[src/hw/rtl/smp_sld_pkg.sv]
// Shared types, constants and helper functions for the SMP serial line deframer.
// No dependencies; every other file of the block imports this package.
package smp_sld_pkg;

   localparam logic [7:0] LINE_FEED = 8'h0a;
   localparam logic [7:0] PAD_CHAR  = 8'h3d;   // '='
   localparam logic [15:0] CRC_POLY = 16'h1021;

   localparam logic [15:0] START_HDR_RESET = 16'h0609;
   localparam logic [15:0] CONT_HDR_RESET  = 16'h0414;

   // register indexes, one word apart
   localparam logic CSR_START_HDR = 1'b0;
   localparam logic CSR_CONT_HDR  = 1'b1;
   localparam int CSR_AW = 3;

   // end item status codes
   localparam logic [1:0] ST_OK    = 2'd0;
   localparam logic [1:0] ST_CRC   = 2'd1;
   localparam logic [1:0] ST_B64   = 2'd2;
   localparam logic [1:0] ST_ABORT = 2'd3;

   // output queue
   localparam int OQ_DEPTH = 4;
   localparam int OQ_AW    = 2;

   typedef struct packed {
      logic [15:0] start_hdr;
      logic [15:0] cont_hdr;
   } smp_sld_hdr_type;

   typedef struct packed {
      logic [7:0] payload_byte;
      logic       end_of_packet;
      logic [1:0] status;
   } smp_sld_item_type;

   // results of one processed byte: optional payload item, then optional end item
   typedef struct packed {
      logic       push;
      logic       pay_v;
      logic [7:0] pay_byte;
      logic       end_v;
      logic [1:0] end_status;
   } smp_sld_push_type;

   // {ok, value}
   function automatic logic [6:0] b64_decode(input logic [7:0] c);
      logic [6:0] r;
      r = 7'd0;
      if (c >= 8'h41 && c <= 8'h5a)      r = {1'b1, 6'(c - 8'h41)};
      else if (c >= 8'h61 && c <= 8'h7a) r = {1'b1, 6'(c - 8'h61 + 8'd26)};
      else if (c >= 8'h30 && c <= 8'h39) r = {1'b1, 6'(c - 8'h30 + 8'd52)};
      else if (c == 8'h2b)               r = {1'b1, 6'd62};
      else if (c == 8'h2f)               r = {1'b1, 6'd63};
      return r;
   endfunction

   // CRC-16, poly 0x1021, MSB first, one byte
   function automatic logic [15:0] crc_next(input logic [15:0] crc, input logic [7:0] b);
      logic [15:0] c;
      c = crc ^ {b, 8'h00};
      for (int i = 0; i < 8; i++) begin
         if (c[15]) c = {c[14:0], 1'b0} ^ CRC_POLY;
         else c = {c[14:0], 1'b0};
      end
      return c;
   endfunction

endpackage

[src/hw/rtl/smp_sld_csr.sv]
// Configuration registers of the deframer: start and continuation headers.
// APB-style write/read port; uses smp_sld_pkg.
module smp_sld_csr (
   input  logic                           clock,
   input  logic                           reset,
   input  logic                           csr_psel,
   input  logic                           csr_penable,
   input  logic                           csr_pwrite,
   input  logic [smp_sld_pkg::CSR_AW-1:0] csr_paddr,
   input  logic [31:0]                    csr_pwdata,
   output logic [31:0]                    csr_prdata,
   output logic                           csr_pready,
   output smp_sld_pkg::smp_sld_hdr_type   hdr
);
   import smp_sld_pkg::*;

   logic [15:0] start_hdr_ff, start_hdr_in;
   logic [15:0] cont_hdr_ff, cont_hdr_in;
   logic        wr_en;
   logic        sel;

   assign csr_pready = 1'b1;
   assign wr_en = csr_psel && csr_penable && csr_pwrite;
   assign sel = csr_paddr[2];

   always_comb begin
      start_hdr_in = start_hdr_ff;
      cont_hdr_in  = cont_hdr_ff;
      if (wr_en) begin
         case (sel)
            CSR_START_HDR: start_hdr_in = csr_pwdata[15:0];
            CSR_CONT_HDR:  cont_hdr_in  = csr_pwdata[15:0];
            default: ;
         endcase
      end
   end

   always_ff @(posedge clock) begin
      if (reset) begin
         start_hdr_ff <= START_HDR_RESET;
         cont_hdr_ff  <= CONT_HDR_RESET;
      end else begin
         start_hdr_ff <= start_hdr_in;
         cont_hdr_ff  <= cont_hdr_in;
      end
   end

   always_comb begin
      case (sel)
         CSR_START_HDR: csr_prdata = {16'h0000, start_hdr_ff};
         CSR_CONT_HDR:  csr_prdata = {16'h0000, cont_hdr_ff};
         default:       csr_prdata = 32'h0000_0000;
      endcase
   end

   assign hdr.start_hdr = start_hdr_ff;
   assign hdr.cont_hdr  = cont_hdr_ff;

endmodule

[src/hw/rtl/smp_sld_core.sv]
// Input register plus per-byte deframing logic: header hunt, base64 decode,
// length capture, CRC-16 and two-byte holdback. Uses smp_sld_pkg.
module smp_sld_core (
   input  logic                           clock,
   input  logic                           reset,
   input  logic                           req_valid,
   input  logic [7:0]                     req_rx_byte,
   output logic                           req_stall,
   input  smp_sld_pkg::smp_sld_hdr_type   hdr,
   input  logic                           space,
   output smp_sld_pkg::smp_sld_push_type  push
);
   import smp_sld_pkg::*;

   typedef enum logic [1:0] {
      PH_IDLE,
      PH_START,
      PH_CONT
   } phase_type;

   typedef enum logic [1:0] {
      PAD_NONE,
      PAD_ONE,
      PAD_CLOSED
   } pad_type;

   logic        in_valid_ff, in_valid_in;
   logic [7:0]  in_byte_ff;
   logic        fire;
   logic        accept;

   phase_type   phase_ff, phase_in;
   pad_type     pad_ff, pad_in;
   logic [7:0]  prev_ff, prev_in;
   logic        open_ff, open_in;
   logic [1:0]  grp_ff, grp_in;
   logic [11:0] acc_ff, acc_in;
   logic [15:0] dlen_ff, dlen_in;
   logic [1:0]  lbt_ff, lbt_in;
   logic [15:0] brx_ff, brx_in;
   logic [15:0] crc_ff, crc_in;
   logic [7:0]  hb0_ff, hb0_in;
   logic [7:0]  hb1_ff, hb1_in;
   logic [1:0]  hbc_ff, hbc_in;

   logic [7:0]  c;
   logic [6:0]  b64;
   logic [5:0]  v;
   logic        take;
   logic [7:0]  tb;
   logic        close;
   logic [1:0]  close_st;
   logic        start;
   logic        cont;
   logic [15:0] new_len;

   assign fire      = in_valid_ff && space;
   assign req_stall = in_valid_ff && !space;
   assign accept    = req_valid && !req_stall;
   assign in_valid_in = accept || (in_valid_ff && !fire);

   assign c   = in_byte_ff;
   assign b64 = b64_decode(c);
   assign v   = b64[5:0];

   always_comb begin
      phase_in = phase_ff;
      pad_in   = pad_ff;
      prev_in  = c;
      open_in  = open_ff;
      grp_in   = grp_ff;
      acc_in   = acc_ff;
      dlen_in  = dlen_ff;
      lbt_in   = lbt_ff;
      brx_in   = brx_ff;
      crc_in   = crc_ff;
      hb0_in   = hb0_ff;
      hb1_in   = hb1_ff;
      hbc_in   = hbc_ff;
      take     = 1'b0;
      tb       = 8'h00;
      close    = 1'b0;
      close_st = ST_OK;
      start    = 1'b0;
      cont     = 1'b0;
      new_len  = {dlen_ff[7:0], 8'h00};
      push.push       = fire;
      push.pay_v      = 1'b0;
      push.pay_byte   = hb0_ff;
      push.end_v      = 1'b0;
      push.end_status = ST_OK;

      if (phase_ff != PH_IDLE) begin
         if (c == LINE_FEED) begin
            if (grp_ff != 2'd0 || (phase_ff == PH_START && lbt_ff < 2'd2)) begin
               close    = 1'b1;
               close_st = ST_B64;
            end
            phase_in = PH_IDLE;
         end else if (pad_ff == PAD_CLOSED) begin
            close    = 1'b1;
            close_st = ST_B64;
         end else if (c == PAD_CHAR) begin
            if (grp_ff == 2'd2 && pad_ff == PAD_NONE) begin
               pad_in = PAD_ONE;
               grp_in = 2'd3;
            end else if (grp_ff == 2'd3) begin
               pad_in = PAD_CLOSED;
               grp_in = 2'd0;
            end else begin
               close    = 1'b1;
               close_st = ST_B64;
            end
         end else if (!b64[6] || pad_ff != PAD_NONE) begin
            close    = 1'b1;
            close_st = ST_B64;
         end else begin
            // acc keeps the last two sextets; each step after the first of a group yields the next byte
            case (grp_ff)
               2'd0: begin
                  acc_in = {6'd0, v};
                  grp_in = 2'd1;
               end
               2'd1: begin
                  acc_in = {acc_ff[5:0], v};
                  grp_in = 2'd2;
                  take   = 1'b1;
                  tb     = {acc_ff[5:0], v[5:4]};
               end
               2'd2: begin
                  acc_in = {acc_ff[5:0], v};
                  grp_in = 2'd3;
                  take   = 1'b1;
                  tb     = {acc_ff[3:0], v[5:2]};
               end
               default: begin
                  acc_in = 12'd0;
                  grp_in = 2'd0;
                  take   = 1'b1;
                  tb     = {acc_ff[1:0], v};
               end
            endcase
         end
      end else begin
         if ({prev_ff, c} == hdr.start_hdr) begin
            close    = 1'b1;
            close_st = ST_ABORT;
            start    = 1'b1;
         end else if ({prev_ff, c} == hdr.cont_hdr && open_ff) begin
            cont = 1'b1;
         end
      end

      if (take) begin
         if (lbt_ff < 2'd2) begin
            // first two decoded bytes: big-endian length
            new_len = {dlen_ff[7:0], tb};
            dlen_in = new_len;
            lbt_in  = lbt_ff + 2'd1;
            if (lbt_ff == 2'd1 && new_len < 16'd2) begin
               close    = 1'b1;
               close_st = ST_CRC;
            end
         end else begin
            crc_in = crc_next(crc_ff, tb);
            if (hbc_ff >= 2'd2) begin
               push.pay_v    = fire;
               push.pay_byte = hb0_ff;
               hb0_in = hb1_ff;
               hb1_in = tb;
            end else begin
               if (hbc_ff[0]) hb1_in = tb;
               else hb0_in = tb;
               hbc_in = hbc_ff + 2'd1;
            end
            brx_in = brx_ff + 16'd1;
            if (brx_in == dlen_ff) begin
               close    = 1'b1;
               close_st = (crc_in == 16'd0) ? ST_OK : ST_CRC;
            end
         end
      end

      if (close) begin
         if (open_ff) begin
            push.end_v      = fire;
            push.end_status = close_st;
         end
         open_in  = 1'b0;
         hbc_in   = 2'd0;
         phase_in = PH_IDLE;
      end

      if (start) begin
         open_in  = 1'b1;
         dlen_in  = 16'd0;
         lbt_in   = 2'd0;
         brx_in   = 16'd0;
         crc_in   = 16'd0;
         hb0_in   = 8'h00;
         hb1_in   = 8'h00;
         hbc_in   = 2'd0;
         phase_in = PH_START;
         grp_in   = 2'd0;
         acc_in   = 12'd0;
         pad_in   = PAD_NONE;
      end

      if (cont) begin
         phase_in = PH_CONT;
         grp_in   = 2'd0;
         acc_in   = 12'd0;
         pad_in   = PAD_NONE;
      end
   end

   always_ff @(posedge clock) begin
      if (accept) begin
         in_byte_ff <= req_rx_byte;
      end
   end

   always_ff @(posedge clock) begin
      if (reset) begin
         in_valid_ff <= 1'b0;
         phase_ff    <= PH_IDLE;
         pad_ff      <= PAD_NONE;
         prev_ff     <= 8'h00;
         open_ff     <= 1'b0;
         grp_ff      <= 2'd0;
         acc_ff      <= 12'd0;
         dlen_ff     <= 16'd0;
         lbt_ff      <= 2'd0;
         brx_ff      <= 16'd0;
         crc_ff      <= 16'd0;
         hb0_ff      <= 8'h00;
         hb1_ff      <= 8'h00;
         hbc_ff      <= 2'd0;
      end else begin
         in_valid_ff <= in_valid_in;
         if (fire) begin
            phase_ff <= phase_in;
            pad_ff   <= pad_in;
            prev_ff  <= prev_in;
            open_ff  <= open_in;
            grp_ff   <= grp_in;
            acc_ff   <= acc_in;
            dlen_ff  <= dlen_in;
            lbt_ff   <= lbt_in;
            brx_ff   <= brx_in;
            crc_ff   <= crc_in;
            hb0_ff   <= hb0_in;
            hb1_ff   <= hb1_in;
            hbc_ff   <= hbc_in;
         end
      end
   end

endmodule

[src/hw/rtl/smp_sld_outq.sv]
// Small result queue: takes up to two items per cycle, hands out one while rsp_stall is low.
// Uses smp_sld_pkg.
module smp_sld_outq (
   input  logic                           clock,
   input  logic                           reset,
   input  smp_sld_pkg::smp_sld_push_type  push,
   output logic                           space,
   output logic                           rsp_valid,
   input  logic                           rsp_stall,
   output logic [7:0]                     rsp_payload_byte,
   output logic                           rsp_end_of_packet,
   output logic [1:0]                     rsp_status
);
   import smp_sld_pkg::*;

   smp_sld_item_type       entry_ff [OQ_DEPTH];
   logic [OQ_AW-1:0]       wp_ff, wp_in;
   logic [OQ_AW-1:0]       rp_ff, rp_in;
   logic [OQ_AW:0]         cnt_ff, cnt_in;
   logic [OQ_AW-1:0]       wp1;
   logic                   push0;
   logic                   push1;
   logic                   pop;
   smp_sld_item_type       pay_item;
   smp_sld_item_type       end_item;
   smp_sld_item_type       first;
   smp_sld_item_type       head;

   assign pay_item.payload_byte  = push.pay_byte;
   assign pay_item.end_of_packet = 1'b0;
   assign pay_item.status        = ST_OK;
   assign end_item.payload_byte  = 8'h00;
   assign end_item.end_of_packet = 1'b1;
   assign end_item.status        = push.end_status;

   assign first = push.pay_v ? pay_item : end_item;
   assign push0 = push.push && (push.pay_v || push.end_v);
   assign push1 = push.push && push.pay_v && push.end_v;
   assign wp1   = wp_ff + OQ_AW'(1);

   // room for two more items, the most one byte can produce
   assign space = cnt_ff <= (OQ_AW + 1)'(OQ_DEPTH - 2);

   assign rsp_valid = cnt_ff != '0;
   assign pop       = rsp_valid && !rsp_stall;
   assign head      = entry_ff[rp_ff];
   assign rsp_payload_byte  = head.payload_byte;
   assign rsp_end_of_packet = head.end_of_packet;
   assign rsp_status        = head.status;

   assign wp_in  = wp_ff + OQ_AW'(push0) + OQ_AW'(push1);
   assign rp_in  = rp_ff + OQ_AW'(pop);
   assign cnt_in = cnt_ff + (OQ_AW + 1)'(push0) + (OQ_AW + 1)'(push1)
                   - (OQ_AW + 1)'(pop);

   always_ff @(posedge clock) begin
      for (int i = 0; i < OQ_DEPTH; i++) begin
         if (push0 && wp_ff == OQ_AW'(i)) entry_ff[i] <= first;
         if (push1 && wp1 == OQ_AW'(i)) entry_ff[i] <= end_item;
      end
   end

   always_ff @(posedge clock) begin
      if (reset) begin
         wp_ff  <= '0;
         rp_ff  <= '0;
         cnt_ff <= '0;
      end else begin
         wp_ff  <= wp_in;
         rp_ff  <= rp_in;
         cnt_ff <= cnt_in;
      end
   end

endmodule

[src/hw/rtl/smp_serial_line_deframer.sv]
// SMP serial line deframer, top level.
// Raw serial bytes enter on the req_ channel (valid/stall), one per item.
// The block hunts for the start or continuation header, base64-decodes each
// line up to the line feed, takes the first two decoded bytes of a packet as
// its length, runs CRC-16 (poly 0x1021, init 0) over the rest and emits
// payload bytes on the rsp_ channel, holding back the two CRC bytes. When
// the declared length is reached an end item with a status code follows.
// Headers are set through the csr_ port (offset 0 start, 4 continuation).
// Throughput: one byte per cycle while the result queue has room. A byte is
// held in the input register and then decoded into a four-entry result
// queue, whose head drives rsp_. A byte can produce two results (last
// payload byte plus end item); the input stalls while the queue has room
// for fewer than two.
// Reset clears all line and packet state and restores the header defaults.
// A stall on rsp_ fills the queue, after which req_stall rises; nothing is
// lost or reordered.
// Uses smp_sld_pkg, smp_sld_csr, smp_sld_core, smp_sld_outq.
module smp_serial_line_deframer (
   input  logic                           clock,
   input  logic                           reset,
   input  logic                           req_valid,
   input  logic [7:0]                     req_rx_byte,
   output logic                           req_stall,
   output logic                           rsp_valid,
   input  logic                           rsp_stall,
   output logic [7:0]                     rsp_payload_byte,
   output logic                           rsp_end_of_packet,
   output logic [1:0]                     rsp_status,
   input  logic                           csr_psel,
   input  logic                           csr_penable,
   input  logic                           csr_pwrite,
   input  logic [smp_sld_pkg::CSR_AW-1:0] csr_paddr,
   input  logic [31:0]                    csr_pwdata,
   output logic [31:0]                    csr_prdata,
   output logic                           csr_pready
);
   import smp_sld_pkg::*;

   smp_sld_hdr_type  hdr;
   smp_sld_push_type push;
   logic             space;

   smp_sld_csr u_csr (
      .clock       (clock),
      .reset       (reset),
      .csr_psel    (csr_psel),
      .csr_penable (csr_penable),
      .csr_pwrite  (csr_pwrite),
      .csr_paddr   (csr_paddr),
      .csr_pwdata  (csr_pwdata),
      .csr_prdata  (csr_prdata),
      .csr_pready  (csr_pready),
      .hdr         (hdr)
   );

   smp_sld_core u_core (
      .clock       (clock),
      .reset       (reset),
      .req_valid   (req_valid),
      .req_rx_byte (req_rx_byte),
      .req_stall   (req_stall),
      .hdr         (hdr),
      .space       (space),
      .push        (push)
   );

   smp_sld_outq u_outq (
      .clock             (clock),
      .reset             (reset),
      .push              (push),
      .space             (space),
      .rsp_valid         (rsp_valid),
      .rsp_stall         (rsp_stall),
      .rsp_payload_byte  (rsp_payload_byte),
      .rsp_end_of_packet (rsp_end_of_packet),
      .rsp_status        (rsp_status)
   );

endmodule

[config.mk]
export PLATFORM = sky130hd
export DESIGN_NAME = smp_serial_line_deframer
export DESIGN_NICKNAME = d
export VERILOG_FILES = /design/src/hw/rtl/smp_sld_pkg.sv /design/src/hw/rtl/smp_sld_csr.sv /design/src/hw/rtl/smp_sld_core.sv /design/src/hw/rtl/smp_sld_outq.sv /design/src/hw/rtl/smp_serial_line_deframer.sv
export SDC_FILE = /design/constraint.sdc
export NUM_CORES = 1
export LEC_CHECK = 0
export BUFFER_PORTS_ARGS = -buffer_cell sky130_fd_sc_hd__buf_2
export CAP_MARGIN = 5
export CORE_ASPECT_RATIO = 1.75
export CORE_MARGIN = 4
export CORE_UTILIZATION = 35
export DETAILED_ROUTE_END_ITERATION = 16
export GPL_ROUTABILITY_DRIVEN = 0
export PLACE_DENSITY_LB_ADDON = 0.3
export RECOVER_POWER = 25
export SETUP_SLACK_MARGIN = 0.4
export SLEW_MARGIN = 30
export SYNTH_ARGS = -nofsm -noshare
export SYNTH_HDL_FRONTEND = slang
export SYNTH_SLANG_ARGS = --single-unit
[constraint.sdc]
create_clock -name clock -period 4.7 [get_ports clock]
set_clock_uncertainty 0.05 [all_clocks]
set_input_delay 0.47 -clock clock [delete_from_list [all_inputs] [get_ports clock]]
set_output_delay 0.47 -clock clock [all_outputs]
set_load 0.01 [all_outputs]
-- Yosys cells after proc, flatten, opt, wreduce, memory -nomap -nowiden
Memories as Yosys holds them, arrays and structs flattened. A register that Yosys moved wholly into a read port is not among the register bits.
Cells that the tools add are included.
- register bits: 137
- memory bits (writable): 44
- input port bits: 50
- output and inout bits: 46
- word-level logic and storage cells: 323
- memories: 1
- add/sub/neg operators: 15
- order comparisons: 10
- equal/unequal tests: 29
- muxes and demuxes: 166
- bitwise operators: 14
- reductions and logical operators: 68
- memories (name ; words ; bits a word ; rd ports ; clocked after memory_dff ; write ports ; line ; RTL):
    u_outq.entry_ff ; 4 ; 11 ; 1 ; 1 ; 2 ; smp_sld_outq.sv:16 ; smp_sld_item_type entry_ff [OQ_DEPTH];
- operators by type and width (cell ; count):
    16-bit two-way mux ; 25
    8-bit two-way mux ; 15
    13-bit two-way mux ; 8
    2-bit two-way mux ; 46
    11-bit two-way mux ; 7
    32-bit one-hot mux with 2 select lines ; 1
    16-bit == test ; 3
    1-bit two-way mux ; 44
    6-bit two-way mux ; 7
    7-bit two-way mux ; 5
    9-bit two-way mux ; 3
    1-bit logical AND ; 25
    8-bit by 6-bit == test with 1-bit output, second input constant ; 3
    3-bit inverter ; 8
    8-bit one-hot mux with 3 select lines ; 1
    11-bit OR reduction ; 2
    3-bit by 1-bit inequality test with 1-bit output, second input constant ; 6
    6-bit AND reduction ; 3
    16-bit by 1-bit adder with 16-bit output, second input constant ; 1
    8-bit by 7-bit >= comparator with 1-bit output, second input constant ; 2
    8-bit by 7-bit less-or-equal comparator with 1-bit output, second input constant ; 2
    16-bit logical NOT ; 1
    16-bit by 2-bit less-than comparator with 1-bit output, second input constant ; 1
    16-bit XOR ; 1
    other kinds (35) ; 82

-- Depth between registers and ports, before layout
Gate-level depths: netlist of the first run.
- depth in word-level cells: 61
- depth in mapped cells: 17
- gate-level depth less buffers: 15

-- Modules after synthesis
A second synthesis of the first run with hierarchy kept.
- cell total of the unflattened synthesis: 1107
- area total of the unflattened synthesis: 10446.3 µm²
- modules (own cells, without submodules) (module ; instances ; cells an instance ; area an instance (µm²) ; seq. area each (µm²)):
    smp_sld_core ; 1 ; 750 ; 6219.7 ; 2042.0
    smp_sld_outq ; 1 ; 191 ; 2522.4 ; 1371.3
    smp_sld_csr ; 1 ; 166 ; 1704.1 ; 640.6

-- Least setup slack after synthesis of the first run
OpenSTA, ideal clock, no wires.
- path type: register to register
- start point: register u_core.in_byte_ff[2] (netlist: u_core.c[2])
- end point: register u_outq.cnt_ff[2]
- library setup time: 0.128 ns
- arrival time: 4.460 ns
- required time: 4.522 ns
- setup slack: 0.063 ns
- stages on the path, launching flop included: 17
- buffers on the path: 1
- period minus slack after synthesis: 4.637 ns
- path through: edfxtp_1 buf_1 inv_1 ha_1 a21oi_1 a311oi_4 a2111oi_0 o311ai_1 a311oi_2 nor4_1 o31ai_2 ha_1 inv_1 fa_1 fa_1 xor2_1 nor2_1
- word-level cells in the longest chain between the ends: 24
- elaborated cells between the ends (all ways): 58
- classes of those cells: 8 x add/sub; 7 x order compare; 5 x eq/ne; 28 x mux; 10 x reduce/logical
- ends and longest elaborated chain (what ; line ; RTL):
    from (decl) ; smp_sld_core.sv:28 ; logic [7:0] in_byte_ff;
    from (signal assigned) ; smp_sld_core.sv:219 ; in_byte_ff <= req_rx_byte;
    branches (longest 22 deep; another with 16-bit by 2-bit less-than comparator with 1-bit output) ; n/a ;
    3-bit by 1-bit adder with 3-bit output * ; smp_sld_outq.sv:53 ; assign cnt_in = cnt_ff + (OQ_AW + 1)'(push0) + (OQ_AW + 1)'(push1)
    3-bit by 1-bit subtractor with 3-bit output * ; smp_sld_outq.sv:54 ; - (OQ_AW + 1)'(pop);
    to (signal assigned) ; smp_sld_outq.sv:71 ; cnt_ff <= cnt_in;
    to (decl) ; smp_sld_outq.sv:19 ; logic [OQ_AW:0] cnt_ff, cnt_in;
Mark *: on every way between the ends.
A chain may end at the register's enable or synchronous reset.

-- Worst setup path after layout of the first run
Ends and elaborated chain as after synthesis.

==> out/qor.yml, run 1 <==
status: "finished, violations left"
violations: "max-capacitance violations, max-slew violations"
grt_overflow_total: 0
core_area_um2: 29290
crit_arrival_ps: 4480
port_buffers: 60
rsz0062_at_grt: "true"
area_growth_pct: 18.57
dieArea_um2: 32510
num_vias: 8859
cts_tree: "built"
core.rowCount: 83
tightest_slew_ps: 3925
finalCriticalPeriod_ps: 4320
clock_latency_ps: 470
synthSimpleGateAreaFrac: 0.2276
cts_buffers: 17
cts_max_level: 4
ys_warn_count: 0
holdPathStages: 1
avgSynthCellArea_um2: 8.805
clock-sinks: 181
synthAdderAreaFrac: 0.02997
slowest_stage: "edfxtp_1"
relSlewSlack: -1.617
routed_wl_mm: 28.58
cp_max_fo: 6
hp-start: "req_rx_byte[6]"
ir_drop_mv: 0.2734
first_pass_iters: 4
synth_xor_area_frac: 0.06948
fin_nets: 1325
post_dp_cell_area_um2: 11030
yosys.area.top_type: "dfxtp_1"
startpoint: "u_core.c[2]"
start_util: 0.3536
crit_path_end_kind: "register"
grt_usage: 0.1715
worstSetupPathType: "register to register"
viasPerCell: 5.379
reg2reg_from: "u_core.c[2]"
n_fill_cell: 2947
syn_area_um2: 10350
grt_max_degree: 86
dpl.cell_count: 1582
p_leak_nw: 4.311
cts_buffer_depth: 2
synth_top_family_by_area: "simple AND/OR/NAND/NOR gates"
yosys.cell_types.count: 98
period_share: 0.9190
antenna_found_initial: 0
synth_seq_area_share: 0.3915
synth-compound-area-share: 0.1716
slowest_delay_ps: 440
required_ps: 4860
clock-root-buffer: "clkbuf_16"
ios: 96
die_y_um: 235.5
dpl.hpwl_mm: 20.51
pwr_density_cell_nw_per_um2: 305.0
clk_pin_slew_worst_paths_ps: 80
fmax_mhz: 231.5
drive_gt1_frac: 0.2095
synth_top_area_frac: 0.2668
crit_path_start_kind: "register"
synth_async_sr_flop_share: 0
ys_seq_elements: 181
synth.area.top_cells: "dfxtp_1, edfxtp_1, nand2_1"
wl_per_cell_um: 17.35
finalHoldViolCount: 0
synthFlopType: "dfxtp_1"
slew_violations: 86
antenna_left: 0
max-cap-violations: 1
drcViolationCount: 0
grt_pass1_wl_mm: 44.89
synth_mux_area_frac: 0.05304
post-route-cell-area_um2: 12280
drt_iter0_markers: 574
reg2reg_depth: 17
grt_pass1_vias: 8453
setup_viol: 0
synth_edf_count: 43
setup_tns_ps: 0
hold_class: "primary input to register"
synthCells: 1176
fin_cells: 1647
worstPathCellList: "inv_1 > ha_2 > buf_4 > nand2b_2 > o211ai_1 > a221oi_4 > nor3_2 > o2111ai_2 > nor4_2 > buf_4 > o31ai_4 > ha_1 > inv_2 > fa_2 > fa_2 > xor2_1 > nor2_1"
antenna_cells: 0
fp.dieW_um: 138.0
## critical path: cells and delay by family (launching register included)
family          cells  cell delay [ps]
fa+ha+maj           4             1290
buf+inv             4              600
flops               1              440
compound gates      4              720
simple gates        4              820
xor+xnor            1              140
## area by class of cell
type / count / area [um2] / share of cell area
clock inverter: 13 / 150.1 / 0.01223
inverter: 30 / 116.4 / 0.009477
clock buffer: 19 / 475.5 / 0.03872
timing repair buffer: 130 / 835.8 / 0.06807
tap: 382 / 478.0 / 0.03893
multi-input combinational: 892 / 6168 / 0.5024
sequential: 181 / 4054 / 0.3302
## cells by family (layout without fill, tap and decap cells)
kind of cell,after synthesis,after routing
muxes,39,39
and+or+nand+nor,472,472
AOI/OAI and AO/OA,261,262
xor gates and xnor gates,79,79
adders and majority gates,23,23
other,2,17
DFF,181,181
buffers and inverters,119,192
## flip-flops by register name, indices dropped and copies added (netlist names), 3 cells and up
signal	count
u_outq.cnt_ff	3
u_core.crc_ff	16
u_core.hb0_ff	8
u_core.c	8
u_core.dlen_ff	16
u_core.prev_ff	8
u_csr.cont_hdr_ff	16
u_core.hb1_ff	8
u_core.acc_ff	6
u_outq.entry_ff	44
u_csr.start_hdr_ff	16
u_core.brx_ff	16
## final timing paths
kind / end / slack (ps)
min: u_core.c[6] / 120
max: u_outq.cnt_ff[2] / 380
max reg2reg: u_outq.cnt_ff[2] / 380
min reg2reg: u_core.crc_ff[11] / 430
## placed cells by master, fill, tap and decap left out, types with 11 or more instances in the layout
master	n
nand2_1	170
dfxtp_1	138
a21oi_1	109
nor2_1	82
buf_4	64
xnor2_1	50
edfxtp_1	43
nand3_1	41
buf_2	41
o21ai_0	36
and2_1	30
xor2_1	27
inv_1	26
nor3_1	22
clkbuf_16	19
clkbuf_1	19
conb_1	17
mux2_2	16
nand4_1	15
ha_1	14
nand3b_1	12
nor4_1	11
mux2i_1	11
mux4_2	11
## synth_stat cells, drive strengths merged, types with 4 or more instances
master	number
mux4	11
xnor2	50
ha	20
buf	34
or4	5
nand3	41
o21ai	41
nor3	23
o21a	7
a2111oi	8
or3	11
a22o	6
clkbuf	55
a211oi	12
nand4	15
nand2	173
o2111ai	5
and3	4
nor4b	6
nor2b	13
nor4	15
mux2	17
nand4b	4
nand3b	12
and4	5
a31oi	10
a32o	8
a221oi	6
nor3b	5
nor2	86
and2	32
a311oi	5
mux2i	11
inv	30
o31ai	8
xor2	27
edfxtp	43
nand2b	12
a21oi	112
dfxtp	138
o211ai	7
## through the flow
stage | setup slack [ps] | hold WS (ps) | total power [mW] | utilization
after detailed placement | 229.9 | 421.2 | 2.207 | 0.3767
after global routing | 194.3 | 106.4 | 3.901 | 0.4193
after CTS | 394.9 | 100.8 | 3.731 | 0.4034
after floorplan | 423.5 | 386.1 | 2.073 | -
final | 380.5 | 123.3 | 3.745 | 0.4193
after global placement | 337.5 | 417.0 | 2.201 | 0.3766
## power by group
group	internal [mW]	total (mW)	switching [mW]	leakage, nW
clock	0.775	1.50	0.724	0.307
combinational	0.242	0.542	0.300	2.54
sequential	1.63	1.70	0.0757	1.46
## layer usage
layer | global-route usage | routed length [um] | up-vias
met5 | 0 | 0 | -
met4 | 0.08810 | 1190 | 0
met3 | 0.02825 | 989 | 77
met2 | 0.3226 | 15480 | 233
met1 | 0.1812 | 10920 | 4217
li1 | - | - | 4332
## timing repair
| item | 4_1_cts | 5_1_grt |
|---|---|---|
| buffers inserted | 9 | 23 |
| hold buffers | 0 | 0 |
| pin swaps | 1 | 27 |
| setup endpoints to repair | 26 | 73 |
| resized for setup | 11 | 60 |
| cloned | 1 | 0 |
Power figures use the tool's default switching activity.
==> inputs of run 2 (changes only) <==
SYNTH_HIERARCHICAL = 1   (was default)
==> out/qor.yml, run 2 <==
status: "finished clean"  # was finished, violations left
multi_input_area_um2: 5967  # was 6168 um2
cts_buffers: 17  # unchanged
die_y_um: 236.5  # was 235.5 um
place_ws_ps: -94.44  # was 229.9 ps
crit_arrival_ps: 4900  # was 4480 ps
crit_path_start_kind: "register"  # unchanged
clock_latency_ps: 450  # was 470 ps
first_pass_iters: 5  # was 4
cp_num_buf_inv: 2  # was 4
synth_top_area_frac: 0.2645  # was 0.2668
largest_reg_flops: 44  # unchanged
crit_family: "simple AND/OR/NAND/NOR gates"  # was adder cells
antenna_left: 0  # unchanged
synth_edf_count: 43  # unchanged
clk_pin_slew_worst_paths_ps: 80  # about the same
ys_seq_elements: 181  # unchanged
port_buffers: 60  # unchanged
slowest_stage: "fa_2"  # was edfxtp_1
max-cap-violations: 0  # was 1
fin_nets: 1280  # was 1,325
grt_usage: 0.1599  # was 0.1715
ys_warn_count: 6  # was 0
ios: 96  # unchanged
dpl.cell_count: 1558  # was 1,582
grt_overflow_total: 0  # unchanged
clock-sinks: 181  # unchanged
path_common_cell: "fa_2"
start_util: 0.3554  # was 0.3536
drt_iter0_markers: 360  # was 574
cts_buffer_depth: 2  # unchanged
slew_violations: 0  # was 86
synth.area.top_cells: "dfxtp_1, edfxtp_1, mux2i_1"  # was dfxtp_1, edfxtp_1, nand2_1
hold_class: "primary input to register"  # unchanged
mostFrequentLayoutCell: "dfxtp_1"  # was nand2_1
num_vias: 8368  # was 8,859
required_ps: 5040  # was 4860 ps
synthTopCellsByCount: "dfxtp_1, nor2_1, nand2_1, a21oi_1, mux2i_1"  # was nand2_1, dfxtp_1, a21oi_1, nor2_1, clkbuf_1
synth_async_sr_flop_share: 0  # unchanged
pwr_density_cell_nw_per_um2: 305.3  # was 305.0 nW/um2
tightest_slew_ps: 1067  # was 3925 ps
core_area_um2: 29390  # was 29,290 um2
syn_area_um2: 10450  # was 10,350 um2
synth_seq_area_share: 0.3881  # was 0.3915
layout_setup_ws_ps: 142.8  # was 380.5 ps
antenna_cells: 0  # unchanged
worstSetupPathType: "register to register"  # unchanged
n_fill_cell: 2892  # was 2,947
avgSynthCellArea_um2: 9.437  # was 8.805 um2
yosys.area.top_type: "dfxtp_1"  # unchanged
grt_pass1_vias: 8247  # was 8,453
crit_path_end_kind: "register"  # unchanged
worst_hold_slack_ps: 135.1  # was 123.3 ps
grt_pass1_wl_mm: 42.55  # was 44.89 mm
finalHoldViolCount: 0  # unchanged
fp.dieW_um: 138.6  # was 138.0 um
p_leak_nw: 4.421  # was 4.311 nW
rsz0062_at_grt: "true"  # unchanged
clock-root-buffer: "clkbuf_16"  # unchanged
viasPerCell: 5.217  # was 5.379
slowest_delay_ps: 520  # was 440 ps
antenna_found_initial: 0  # unchanged
setup_viol: 0  # unchanged
fmax_mhz: 219.4  # was 231.5 MHz
routed_wl_mm: 26.55  # was 28.58 mm
synthFlopType: "dfxtp_1"  # unchanged
cp_max_fo: 4  # was 6
core.rowCount: 83  # unchanged
yosys.cell_types.count: 92  # was 98
synth.most_common_cell: "dfxtp_1"  # was nand2_1
grt_max_degree: 58  # was 86
synthCells: 1107  # was 1,176
area_growth_pct: 17.48  # was 18.57%
drcViolationCount: 0  # unchanged
relSlewSlack: 0.2884  # was -1.617
worstPathCellList: "ha_2 > mux2_4 > a22oi_2 > a32oi_2 > nor4_4 > a211oi_2 > or3_1 > or3b_4 > o31ai_4 > and3_4 > o21a_1 > inv_4 > ha_4 > inv_2 > fa_2 > fa_2 > nor2b_1"  # was inv_1 > ha_2 > buf_4 > nand2b_2 > o211ai_1 > a221oi_4 > nor3_2 > o2111ai_2 > nor4_2 > buf_4 > o31ai_4 > ha_1 > inv_2 > fa_2 > fa_2 > xor2_1 > nor2_1
cts_tree: "built"  # unchanged
dpl.hpwl_mm: 19.53  # was 20.51 mm
dieArea_um2: 32780  # was 32,510 um2
finalCriticalPeriod_ps: 4557  # was 4320 ps
top_register: "u_outq/entry_ff"  # was u_outq.entry_ff
wl_per_cell_um: 16.55  # was 17.35 um
regArea_um2: 4054  # unchanged
fin_cells: 1604  # was 1,647
period_share: 0.9696  # was 0.9190
drive_gt1_frac: 0.2267  # was 0.2095
post-route-cell-area_um2: 12270  # was 12,280 um2
ir_drop_mv: 0.2774  # was 0.2734 mV
post_dp_cell_area_um2: 11440  # was 11,030 um2
power.total_mw: 3.746  # was 3.745 mW
layout_common_cells: "dfxtp_1, nor2_1, buf_4, nand2_1, a21oi_1"  # was nand2_1, dfxtp_1, a21oi_1, nor2_1, buf_4
cts_max_level: 4  # unchanged
cts_hold_buf: 0  # unchanged
## run 2: cell types whose count changed in the layout (fill, tap and decap cells not counted), sizes merged, moves of 8 or more
cell	previous run	this run
nor2	86	121
nand3	41	17
mux2i	11	56
nand2	173	75
buf	110	144
a22oi	1	22
a311oi	6	14
clkbuf	39	31
o21ai	41	26
nand2b	12	44
a21oi	112	67
## run 2: repair_timing
action                                  in CTS  in global routing
pin swaps                                   11                  4
endpoints found under the setup margin      11                 51
gates resized for setup                     19                 16
buffers inserted                             7                  7
## run 2: cells by family (layout without fill, tap and decap cells)
logic type / count (synthesis) / after routing / synth area share
XOR/XNOR: 78 / 78 / 0.06887
adder cells (fa/ha/maj): 21 / 21 / 0.02731
flip-flops: 181 / 181 / 0.3881
buffers and inverters: 120 / 220 / 0.06420
other: 2 / 17 / 0.0007189
AO/OA/AOI/OAI: 199 / 199 / 0.1353
multiplexers: 89 / 89 / 0.1011
AND/OR/NAND/NOR: 417 / 417 / 0.2144
## run 2: per-layer routing
layer	track usage	part of all wire
met1	0.1591	0.38
met4	0.08271	0.042
met3	0.02728	0.031
met5	0	0
met2	0.3121	0.55
## run 2: power by group
part           total [mW]  internal, mW  switching (mW)  leakage (nW)
registers            1.70          1.63          0.0686          1.49
logic               0.576         0.271           0.305          2.64
clock network        1.47         0.764           0.708         0.293
## run 2: final cells by class
cell class                      instances  area share
Sequential cell                       181      0.3303
Tap cell                              382     0.03895
Multi-Input combinational cell        821      0.4862
Clock buffer                           17     0.03467
Clock inverter                         15     0.01540
Timing Repair Buffer                  158     0.08483
Inverter                               30    0.009584
## run 2: per-stage QoR
step | TNS, ps | util
3_5_place_dp | -159.6 | 0.3892
4_1_cts | 0 | 0.4145
2_1_floorplan | -563.2 | -
3_3_place_gp | -79.34 | 0.3892
6_report | 0 | 0.4176
5_1_grt | 0 | 0.4176
## run 2: worst paths after layout
path | slack (ps) | from | endpoint | depth (start not counted)
setup / recovery | 140 | u_core/c[0] | u_outq/cnt_ff[1] | 17
hold / removal | 140 | req_rx_byte[1] | u_core/c[1] | 1
setup reg to reg | 140 | u_core/c[0] | u_outq/cnt_ff[1] | 17
hold reg to reg | 430 | u_core/crc_ff[15] | u_core/crc_ff[15] | 2
==> inputs of run 3 (changes only) <==
CORE_ASPECT_RATIO = default   (was 1.75)
SLEW_MARGIN = default   (was 30)
SYNTH_HIERARCHICAL = default   (was 1)
==> out/qor.yml, run 3 (synthesis results as in run 1) <==
status: "finished, violations left"  # was finished clean
violations: "max-capacitance violations, max-slew violations"
antenna_found_initial: 0  # unchanged
finalHoldViolCount: 0  # unchanged
viasPerCell: 5.368  # was 5.217
pwr_density_cell_nw_per_um2: 307.3  # was 305.3 nW/um2
max-cap-violations: 1  # was 0
reg2reg_from: "u_core.c[3]"  # was u_core/c[0]
hold_class: "primary input to register"  # unchanged
setup_tns_ps: 0  # unchanged
relSlewSlack: -0.7157  # was 0.2884
drt_iter0_markers: 644  # was 360
cts_tree: "built"  # unchanged
grt_overflow_total: 0  # unchanged
port_buffers: 60  # unchanged
dpl.cell_count: 1584  # was 1,558
required_ps: 4880  # was 5040 ps
regToRegSetupSlack_ps: 460  # was 140 ps
grt_usage: 0.1635  # was 0.1599
slew_violations: 59  # was 0
antenna_cells: 0  # unchanged
post-route-util: 0.4204  # was 0.4176
power.total_mw: 3.738  # was 3.746 mW
first_pass_iters: 5  # unchanged
fp.dieW_um: 180.0  # was 138.6 um
clock-sinks: 181  # unchanged
top_register: "u_outq.entry_ff"  # was u_outq/entry_ff
clock-root-buffer: "clkbuf_16"  # unchanged
layout_common_cells: "nand2_1, dfxtp_1, a21oi_1, nor2_1, xnor2_1"  # was dfxtp_1, nor2_1, buf_4, nand2_1, a21oi_1
die_y_um: 180.0  # was 236.5 um
drive_gt1_frac: 0.1912  # was 0.2267
r2r-end: "u_outq.cnt_ff[2]"  # was u_outq/cnt_ff[1]
dieArea_um2: 32400  # was 32,780 um2
critPathCapture: "u_outq.cnt_ff[2]"  # was u_outq/cnt_ff[1]
reg2reg_depth: 16  # was 17
setup_viol: 0  # unchanged
dpl.hpwl_mm: 18.82  # was 19.53 mm
grt_max_degree: 69  # was 58
grt_pass1_vias: 8305  # was 8,247
core_area_um2: 28940  # was 29,390 um2
wl_per_cell_um: 16.75  # was 16.55 um
drcViolationCount: 0  # unchanged
period_share: 0.9024  # was 0.9696
fin_cells: 1629  # was 1,604
crit_path_start_kind: "register"  # unchanged
area_growth_pct: 17.48  # about the same
n_fill_cell: 2849  # was 2,892
mostFrequentLayoutCell: "nand2_1"  # was dfxtp_1
routed_wl_mm: 27.29  # was 26.55 mm
cts_max_level: 4  # unchanged
clock_latency_ps: 450  # about the same
crit_path_end_kind: "register"  # unchanged
ios: 96  # unchanged
grt_pass1_wl_mm: 44.28  # was 42.55 mm
fmax_mhz: 235.8  # was 219.4 MHz
cp_max_fo: 7  # was 4
clk_pin_slew_worst_paths_ps: 80  # about the same
core.rowCount: 62  # was 83
post-route-cell-area_um2: 12170  # was 12,270 um2
ir_drop_mv: 0.2028  # was 0.2774 mV
num_vias: 8744  # was 8,368
crit_arrival_ps: 4420  # was 4900 ps
start_util: 0.3579  # was 0.3554
tightest_slew_ps: 2574  # was 1067 ps
finalCriticalPeriod_ps: 4241  # was 4557 ps
largest_reg_flops: 44  # unchanged
cts_buffers: 17  # unchanged
cts_buffer_depth: 2  # unchanged
antenna_left: 0  # unchanged
post_dp_cell_area_um2: 11030  # was 11,440 um2
worstSetupPathType: "register to register"  # unchanged
rsz0062_at_grt: "false"  # was true
p_leak_nw: 4.249  # was 4.421 nW
startpoint: "u_core.c[3]"  # was u_core/c[0]
fin_nets: 1305  # was 1,280
[run 3: cell count changes in the layout (fill, tap and decap cells not counted), moves of 9 or more]
cell | before | now
mux2i_1 | 56 | 11
nor2_1 | 118 | 84
a311oi_1 | 12 | 3
a22oi_1 | 20 | 1
o21ai_0 | 25 | 37
nand2_1 | 72 | 172
buf_4 | 96 | 44
nand2b_1 | 44 | 9
a21oi_1 | 64 | 109
nand3_1 | 16 | 40
[run 3: worst min-delay path by stage]
stage / endpoint / start / depth (start not counted)
floorplan: u_outq.entry_ff[2][2] / u_outq.entry_ff[2][2] / 2
global placement: u_core.crc_ff[10] / u_core.crc_ff[10] / 2
detailed placement: u_core.crc_ff[10] / u_core.crc_ff[10] / 2
CTS: u_core.c[2] / req_rx_byte[2] / 1
global route: u_core.c[7] / req_rx_byte[7] / 1
finish: u_core.c[2] / req_rx_byte[2] / 1
[run 3: worst max-delay path, stage by stage, from the launching register on]
cell	delay [ps]
edfxtp_1	480
buf_6	170
inv_1	110
ha_1	190
nor2b_2	210
a21boi_4	380
or3_1	250
o32ai_1	140
a311oi_2	390
buf_4	200
a2111oi_4	60
o2111ai_4	320
inv_2	90
fa_1	390
fa_1	380
xor2_1	160
nor2_1	50
[run 3: per-stage QoR]
step,setup WS (ps),hold WS (ps)
5_1_grt,224.0,135.1
3_5_place_dp,220.8,414.8
6_report,458.9,152.5
2_1_floorplan,423.5,386.1
4_1_cts,418.5,140.1
3_3_place_gp,166.9,405.1
[run 3: report_power, final]
part           total, mW  switching [mW]  internal, mW
registers           1.70          0.0705          1.63
clock network       1.52           0.771         0.745
logic              0.524           0.299         0.225
total               3.74            1.14          2.60
[run 3: area by class of cell]
type / count / area (um2) / area share
Sequential cell: 181 / 4054 / 0.3332
Clock inverter: 15 / 217.7 / 0.01790
Clock buffer: 17 / 425.4 / 0.03497
Tap cell: 384 / 480.5 / 0.03949
Multi-Input combinational cell: 893 / 6205 / 0.5100
Timing Repair Buffer: 109 / 670.6 / 0.05513
Inverter: 30 / 112.6 / 0.009256
[run 3: timing repair]
action / 4_1_cts / 5_1_grt
pin swaps: 1 / 13
endpoints found under the setup margin: 5 / 38
hold buffers: 0 / 0
buffers inserted: 0 / 11
gates cloned: 1 / 1
gates resized for setup: 6 / 64
[run 3: per-layer routing]
metal,routed length [um],GRT usage
met1,13120,0.2274
met2,12870,0.2633
met3,938,0.03254
met4,360,0.03901
met5,0,0
